### config.mk
export PLATFORM = sky130hd
export DESIGN_NAME = db9_pad_to_hid_report_top
export DESIGN_NICKNAME = d
export VERILOG_FILES = /design/src/hw/rtl/db9h_pkg.sv /design/src/hw/rtl/db9h_core.sv /design/src/hw/rtl/db9_pad_to_hid_report_top.sv
export VERILOG_INCLUDE_DIRS = /design/src /design/src/hw/rtl
export SDC_FILE = /design/constraint.sdc
export NUM_CORES = 1
export LEC_CHECK = 0
export BUFFER_PORTS_ARGS = -buffer_cell sky130_fd_sc_hd__buf_4
export CAP_MARGIN = 20
export CORE_MARGIN = 2
export CORE_UTILIZATION = 35
export DETAILED_ROUTE_END_ITERATION = 10
export GPL_TIMING_DRIVEN = 0
export PLACE_DENSITY_LB_ADDON = 0.08
export SLEW_MARGIN = 5
export SYNTH_ARGS = -nofsm -noshare
export SYNTH_HDL_FRONTEND = slang
export SYNTH_SLANG_ARGS = --single-unit
### constraint.sdc
create_clock -name clk -period 5 [get_ports clk]
set_input_delay 1 -clock clk [delete_from_list [all_inputs] [get_ports clk]]
set_output_delay 1 -clock clk [all_outputs]
set_load 0.1 [all_outputs]
### src/hw/rtl/assert_macros.svh
// Assertion macros used by the top level of the joystick report block.
`ifndef ASSERT_MACROS_SVH
`define ASSERT_MACROS_SVH

// Same-cycle implication, sampled on clk and switched off while arst_n is low.
`define ASSERT_SAME(label, ante, cons) \
	label: assert property (@(posedge clk) disable iff (!arst_n) (ante) |-> (cons)) \
		else $error("assertion failed");

// Next-cycle implication, sampled on clk and switched off while arst_n is low.
`define ASSERT_NEXT(label, ante, cons) \
	label: assert property (@(posedge clk) disable iff (!arst_n) (ante) |=> (cons)) \
		else $error("assertion failed");

`endif

### src/hw/rtl/db9h_pkg.sv
// Package of the joystick report block: beat types, register codes and the hat table.
`default_nettype none

package db9h_pkg;

	localparam int unsigned CfgIdxW = 2;
	localparam int unsigned CfgDataW = 16;

	localparam logic [CfgIdxW-1:0] REG_MODE = 2'd0;
	localparam logic [CfgIdxW-1:0] REG_CD32_PAD = 2'd1;
	localparam logic [CfgIdxW-1:0] REG_MOVE_INTERVAL = 2'd2;

	localparam logic [1:0] MODE_GAME_PAD = 2'd0;
	localparam logic [1:0] MODE_AMIGA = 2'd1;
	localparam logic [1:0] MODE_PAD_MOUSE = 2'd2;
	localparam logic [1:0] MODE_ATARI = 2'd3;

	localparam logic KIND_GAME = 1'b0;
	localparam logic KIND_MOUSE = 1'b1;

	localparam logic [15:0] MOVE_INTERVAL_RESET = 16'd5000;
	localparam logic [7:0] STEP_PLUS = 8'd10;
	localparam logic [7:0] STEP_MINUS = 8'd246;

	localparam logic [3:0] HAT_CENTRED = 4'd8;
	localparam logic [3:0] HAT_TABLE [16] = '{
		4'd8, 4'd0, 4'd4, 4'd8, 4'd6, 4'd7, 4'd5, 4'd8,
		4'd2, 4'd1, 4'd3, 4'd8, 4'd8, 4'd8, 4'd8, 4'd8
	};

	typedef struct packed {
		logic [15:0] pin_levels;
		logic [7:0]  pad_buttons;
		logic        link_configured;
		logic        report_accepted;
	} poll_t;

	typedef struct packed {
		logic              report_kind;
		logic [3:0]        hat_value;
		logic [7:0]        button_bits;
		logic signed [7:0] move_x;
		logic signed [7:0] move_y;
	} report_t;

	typedef struct packed {
		logic [1:0]  mode;
		logic        cd32_pad;
		logic [15:0] move_interval;
	} cfg_t;

	typedef struct packed {
		logic [3:0]  last_hat;
		logic [7:0]  last_pad_buttons;
		logic [7:0]  acc_x;
		logic [7:0]  acc_y;
		logic [2:0]  last_mouse_buttons;
		logic [3:0]  prev_dir_pins;
		logic [15:0] poll_count;
	} state_t;

endpackage

`default_nettype wire

### src/hw/rtl/db9h_core.sv
// Combinational poll evaluation: next block state and the report of one poll.
`default_nettype none

module db9h_core (
	input  db9h_pkg::cfg_t    cfg,
	input  db9h_pkg::state_t  state,
	input  db9h_pkg::poll_t   poll,
	output db9h_pkg::state_t  state_next,
	output logic              emit,
	output db9h_pkg::report_t report
);

	logic [3:0] dir;
	logic [3:0] old;
	logic [2:0] fire;
	logic [3:0] hat;
	logic [7:0] game_btn;
	logic [7:0] ax;
	logic [7:0] ay;
	logic       tick;
	logic       ok;

	assign dir = poll.pin_levels[15:12];
	assign old = state.prev_dir_pins;
	assign fire = {poll.pin_levels[9], poll.pin_levels[10], poll.pin_levels[11]};
	assign hat = db9h_pkg::HAT_TABLE[dir];
	assign game_btn = cfg.cd32_pad ? poll.pad_buttons : {5'd0, fire};
	assign ok = poll.report_accepted;
	assign tick = (state.poll_count > cfg.move_interval);

	always_comb begin
		state_next = state;
		emit = 1'b0;
		report = '0;
		ax = state.acc_x;
		ay = state.acc_y;
		if (poll.link_configured) begin
			case (cfg.mode)
				db9h_pkg::MODE_GAME_PAD: begin
					ax = state.acc_x;
				end
				db9h_pkg::MODE_AMIGA: begin
					if (dir[3] && !old[3]) begin
						ax = state.acc_x + (dir[1] ? db9h_pkg::STEP_PLUS : db9h_pkg::STEP_MINUS);
					end
					if (dir[2] && !old[2]) begin
						ay = state.acc_y + (dir[0] ? db9h_pkg::STEP_PLUS : db9h_pkg::STEP_MINUS);
					end
					state_next.prev_dir_pins = dir;
				end
				db9h_pkg::MODE_PAD_MOUSE: begin
					if (tick) begin
						state_next.poll_count = '0;
						ax = state.acc_x + {7'd0, dir[3]} - {7'd0, dir[2]};
						ay = state.acc_y + {7'd0, dir[1]} - {7'd0, dir[0]};
					end else begin
						state_next.poll_count = state.poll_count + 16'd1;
					end
				end
				default: begin
					if (dir[0] && !old[0]) begin
						ax = state.acc_x + (dir[1] ? db9h_pkg::STEP_PLUS : db9h_pkg::STEP_MINUS);
					end
					if (dir[2] && !old[2]) begin
						ay = state.acc_y + (dir[3] ? db9h_pkg::STEP_PLUS : db9h_pkg::STEP_MINUS);
					end
					state_next.prev_dir_pins = dir;
				end
			endcase

			if (cfg.mode == db9h_pkg::MODE_GAME_PAD) begin
				if (game_btn != state.last_pad_buttons || hat != state.last_hat) begin
					emit = 1'b1;
					report.report_kind = db9h_pkg::KIND_GAME;
					report.hat_value = hat;
					report.button_bits = game_btn;
					if (ok) begin
						state_next.last_hat = hat;
						state_next.last_pad_buttons = game_btn;
					end
				end
			end else begin
				state_next.acc_x = ax;
				state_next.acc_y = ay;
				if (ax != 8'd0 || ay != 8'd0 || fire != state.last_mouse_buttons) begin
					emit = 1'b1;
					report.report_kind = db9h_pkg::KIND_MOUSE;
					report.button_bits = {5'd0, fire};
					report.move_x = ax;
					report.move_y = ay;
					if (ok) begin
						state_next.last_mouse_buttons = fire;
						state_next.acc_x = '0;
						state_next.acc_y = '0;
					end
				end
			end
		end
	end

endmodule

`default_nettype wire

### src/hw/rtl/db9_pad_to_hid_report_top.sv
// Top level of the joystick-port poll to HID report converter.
//
//  channel   direction  handshake              payload
//  poll      in         in_valid / in_ready    in_data  (db9h_pkg::poll_t)
//  report    out        out_valid / out_ready  out_data (db9h_pkg::report_t)
//  config    in         cfg_we (no wait)       cfg_index, cfg_data
//
// Each poll beat is held in the input register and is evaluated from
// there into the report register, so one poll per cycle is sustained while the report side does not stall.
// The input register moves on whenever the report register is empty or is
// being emptied in the same cycle; a stalled report therefore holds back at
// most one poll, and in_ready drops only while both registers are full.
// Reset is asynchronous and active low; it clears the block state, the
// configuration (pad mode, no CD32 pad, interval 5000) and both valid flags.
`default_nettype none

`include "assert_macros.svh"

module db9_pad_to_hid_report_top (
	input  wire                                   clk,
	input  wire                                   arst_n,
	input  wire                                   in_valid,
	output logic                                  in_ready,
	input  db9h_pkg::poll_t                       in_data,
	output logic                                  out_valid,
	input  wire                                   out_ready,
	output db9h_pkg::report_t                     out_data,
	input  wire                                   cfg_we,
	input  wire  [db9h_pkg::CfgIdxW-1:0]          cfg_index,
	input  wire  [db9h_pkg::CfgDataW-1:0]         cfg_data
);

	// Configuration registers; the user must write them only while the block is idle, which the block does not enforce.
	db9h_pkg::cfg_t cfg_q;

	// Input register holding the poll under evaluation.
	logic            poll_valid_s1;
	db9h_pkg::poll_t poll_s1;

	// Block state carried from poll to poll.
	db9h_pkg::state_t state_q;
	db9h_pkg::state_t state_next;

	// Report register.
	logic              out_valid_q;
	db9h_pkg::report_t out_data_q;

	logic              emit;
	db9h_pkg::report_t report;
	logic              advance;

	// The poll in the input register is retired when there is room for its
	// report; a poll that yields no report is retired under the same rule.
	assign advance = poll_valid_s1 && (!out_valid_q || out_ready);
	assign in_ready = !poll_valid_s1 || advance;
	assign out_valid = out_valid_q;
	assign out_data = out_data_q;

	always_ff @(posedge clk or negedge arst_n) begin
		if (!arst_n) begin
			cfg_q.mode <= db9h_pkg::MODE_GAME_PAD;
			cfg_q.cd32_pad <= 1'b0;
			cfg_q.move_interval <= db9h_pkg::MOVE_INTERVAL_RESET;
		end else if (cfg_we) begin
			case (cfg_index)
				db9h_pkg::REG_MODE: begin
					cfg_q.mode <= cfg_data[1:0];
				end
				db9h_pkg::REG_CD32_PAD: begin
					cfg_q.cd32_pad <= cfg_data[0];
				end
				db9h_pkg::REG_MOVE_INTERVAL: begin
					cfg_q.move_interval <= cfg_data;
				end
				default: begin
					cfg_q <= cfg_q;
				end
			endcase
		end
	end

	always_ff @(posedge clk or negedge arst_n) begin
		if (!arst_n) begin
			poll_valid_s1 <= 1'b0;
		end else if (in_ready) begin
			poll_valid_s1 <= in_valid;
		end
	end

	always_ff @(posedge clk) begin
		if (in_ready && in_valid) begin
			poll_s1 <= in_data;
		end
	end

	db9h_core u_core (
		.cfg        (cfg_q),
		.state      (state_q),
		.poll       (poll_s1),
		.state_next (state_next),
		.emit       (emit),
		.report     (report)
	);

	// State follows each retired poll; the core leaves it untouched when the
	// link is not configured.
	always_ff @(posedge clk or negedge arst_n) begin
		if (!arst_n) begin
			state_q <= '0;
		end else if (advance) begin
			state_q <= state_next;
		end
	end

	always_ff @(posedge clk or negedge arst_n) begin
		if (!arst_n) begin
			out_valid_q <= 1'b0;
		end else if (advance && emit) begin
			out_valid_q <= 1'b1;
		end else if (out_ready) begin
			out_valid_q <= 1'b0;
		end
	end

	always_ff @(posedge clk) begin
		if (advance && emit) begin
			out_data_q <= report;
		end
	end

	// A held poll is never dropped while the report side is stalled.
	`ASSERT_NEXT(a_poll_held, poll_valid_s1 && !advance, poll_valid_s1)
	// An accepted mouse report leaves both accumulators cleared.
	`ASSERT_NEXT(a_acc_cleared,
		advance && emit && poll_s1.report_accepted &&
		report.report_kind == db9h_pkg::KIND_MOUSE,
		state_q.acc_x == 8'd0 && state_q.acc_y == 8'd0)
	// A poll on an unconfigured link changes nothing.
	`ASSERT_NEXT(a_link_idle, advance && !poll_s1.link_configured, $stable(state_q))
	// A poll on an unconfigured link yields no report.
	`ASSERT_SAME(a_link_silent, advance && !poll_s1.link_configured, !emit)
	// A game report carries no movement.
	`ASSERT_SAME(a_game_still, out_valid_q && out_data_q.report_kind == db9h_pkg::KIND_GAME,
		out_data_q.move_x == 8'sd0 && out_data_q.move_y == 8'sd0)

endmodule

`default_nettype wire

==> flow_metrics.tcl <==
set metrics [dict create \
    area_delta_synth_final_pct 20.6 \
    seq_area_frac_synth_pct 43.2 \
    track_usage_pct 18.3 \
    synth_area_leaders "dfrtp_1 23%, edfxtp_1 19%, ha_1 8.4%" \
    cp.required_ps 5160 \
    hp-class "flop to flop" \
    syn_nets 840 \
    overflow 0 \
    critPathLaunchType "flop" \
    ys_types 75 \
    ys_seq_elements 117 \
    ant_nets 0 \
    final_nets 931 \
    power.density_nw_per_um2 544 \
    maxSlewViolCount 0 \
    clock_sinks 117 \
    clock.fmax_mhz 212 \
    drc 0 \
    die_h_um 149 \
    fin_setup_tns_ps 0 \
    r2r_slack_ps 290 \
    crit_type "flop to flop" \
    period_minus_slack_ps 4710 \
    finalCritPeriodShare_pct 94.1 \
    ir_worst_vdd_uv 271 \
    worstPathMaxFanout 17 \
    worstSkewPairLatency_ps 410 \
    cts_buffers 17 \
    ctsResizeCount 0 \
    path_clk_slew_ps 60 \
    r2r-end "out_data[10]$_SDFFCE_PP0P_" \
    cts_setup_buffers 0 \
    whs_path_depth 2 \
    routed_via_density 5.25 \
    antenna_found_initial 0 \
    drive_gt1_share_pct 18.4 \
    ioPinCount 80 \
    syn-cell-area_um2 7330 \
    leakagePower_nw 3.81 \
    whs_endpoint "state_q[16]$_DFFE_PN0P_" \
    maxSlewHeadroom_pct 29.4 \
    synth_edf_count 46 \
    die_w_um 149 \
    rsz0062_at_grt "false" \
    wl_per_cell_um 17.5 \
    worst_slew_pin_slew_ps 1050 \
    drv_cap 0 \
    status "complete, no violations" \
    synthCells 737 \
    root_buffer "clkbuf_16" \
    ys_warn_count 0 \
    arrival_ps 4870 \
    grt_pass1_vias 5849 \
    core_um2 20400 \
    worstReg2RegStart "cfg_q[9]$_DFFE_PN1P_" \
    hold_viol_final 0 \
    worstHoldStart "state_q[16]$_DFFE_PN0P_" \
    ff2ff_path_depth 13 \
    avgSynthCellArea_um2 9.95 \
    yosysTopAreaCell "dfrtp_1" \
    wirelength_um 19400 \
    initial_core_util_pct 36.0 \
    io_buffers 70 \
    dpl.hpwl_um 14500 \
    drtPass1Iterations 7 \
    grt_max_degree 72 \
    fin_worst_skew_ps 8.05 \
    synth-async-reset-ratio_pct 60.7 \
    synth_top_flop_cell "dfrtp_1" \
    setup.worst_path.end_class "flop" \
    finalSetupViolCount 0 \
    clock_path_buffers 2 \
    antenna_cells 0 \
    place_congestion 0.869 \
    drtIter0Drc 352 \
    finalPower_w 0.00481 \
    num_vias 5833 \
    cts_tree "done" \
    cts_hold_buf 0 \
    core.rowCount 52 \
    yosysTopAreaCellShare_pct 22.5 \
    htree_levels 4 \
    dieArea_um2 22100 \
    grt_pass1_wl_um 31500 \
]
kinds of logic after synthesis:
group           Yosys count  share of synthesized area (%)
compound gates          176                           15.6
simple gates            235                           16.2
mux                      43                           6.45
fa+ha+maj                54                           9.73
flops                   117                           43.2
xor+xnor                 41                           4.90
buf+inv                  71                           3.91
area by class of cell:
| class | count | area, µm² |
|---|---|---|
| Timing Repair Buffer | 72 | 581 |
| Clock inverter | 14 | 150 |
| Fill cell | 1969 | 11500 |
| Tap cell | 270 | 338 |
| Multi-Input combinational cell | 549 | 3880 |
| Clock buffer | 18 | 439 |
| Sequential cell | 117 | 3160 |
| Inverter | 51 | 191 |
| Buffer | 20 | 95.1 |
where the power goes:
group          switching [W]  internal, W
combinational        0.00131     0.000854
clock               0.000467     0.000751
sequential          0.000203      0.00122
per-layer routing:
metal / up-vias / track usage [%] / routed length, µm
met5: - / 0 / 0
met1: 2813 / 25.5 / 9430
met2: 133 / 29.1 / 8900
met3: 25 / 3.01 / 741
met4: 0 / 6.24 / 354
li1: 2862 / - / -
state kept, by name, summed over array words and instances (netlist names):
register	flops
cfg_q	19
state_q	50
out_data	29
poll_valid_s1	1
poll_s1	17
out_valid	1
critical path, cell delays in order (launching register included):
cell and delay [ps]:
dfstp_2 530, inv_1 40, ha_1 310, a21oi_1 140, o21ai_0 160, a22o_2 340
o31ai_4 610, mux2_2 400, o221ai_1 360, and4_1 310, nand4_2 190, o21ai_0 220
nand2_1 480, buf_16 360
worst max path at each step:
stage | from | endpoint | slack (ps) | cells after the start
after floorplan | cfg_q[12]$_DFFE_PN1P_ | out_data[0]$_SDFFCE_PP0P_ | 1130 | 11
after global placement | cfg_q[9]$_DFFE_PN1P_ | out_data[11]$_SDFFCE_PP0P_ | 40 | 12
after detailed placement | cfg_q[9]$_DFFE_PN1P_ | out_data[19]$_SDFFCE_PN0P_ | 330 | 13
after CTS | cfg_q[9]$_DFFE_PN1P_ | out_data[0]$_SDFFCE_PP0P_ | 290 | 13
after global routing | poll_s1[22]$_DFFE_PP_ | out_data[0]$_SDFFCE_PP0P_ | 40 | 15
final | cfg_q[9]$_DFFE_PN1P_ | out_data[10]$_SDFFCE_PP0P_ | 290 | 13
synth_stat cells, drive strengths merged, types with 2 or more instances:
cell,instances
a211oi,10
a21boi,2
a21o,9
a21oi,41
a221oi,2
a22o,3
a22oi,2
a2bb2oi,2
and2,8
and3,9
and4,3
buf,4
clkbuf,16
dfrtp,66
dfstp,5
edfxtp,46
fa,5
ha,49
inv,51
mux2,25
mux2i,18
nand2,70
nand2b,8
nand3,20
nand3b,4
nand4,10
nor2,58
nor2b,12
nor3,10
nor3b,2
nor4,2
o2111ai,2
o211ai,4
o21ai,57
o21bai,4
o221ai,3
o22ai,18
o311a,2
or2,2
or3,12
or4,2
xnor2,17
xor2,24
layout by cell type, fill, tap and decap left out, types with 5 or more instances in the layout:
cell	synthesis	routed
a21o_1	9	9
nor2_1	58	58
a211oi_1	9	9
dfrtp_1	66	66
o21ai_0	57	57
ha_1	49	49
xor2_1	24	24
and2_1	7	7
or3_1	10	10
nor2b_1	12	12
nor3_1	9	9
clkbuf_1	16	16
mux2_2	22	22
fa_1	5	5
nand2_1	69	69
clkbuf_16	0	17
buf_4	0	70
xnor2_1	17	17
nand4_1	7	7
dfstp_2	5	5
nand3_1	20	20
a21oi_1	41	41
inv_1	51	51
and3_1	9	9
edfxtp_1	46	46
nand2b_1	8	8
o22ai_1	18	18
mux2i_1	18	18
through the flow:
stage / utilization [%] / instances / hold slack, ps / worst slack, ps / area [µm²]
finish: 43.4 / 1111 / 486 / 293 / 8840
detailed placement: 40.4 / 1078 / 473 / 325 / 8220
CTS: 43.3 / 1110 / 486 / 289 / 8810
floorplan: - / 737 / 451 / 1130 / 7330
global placement: 40.2 / 1077 / 471 / 36.1 / 8190
global route: 43.4 / 1111 / 506 / 42.5 / 8840
(Power assumes the default switching activity.)
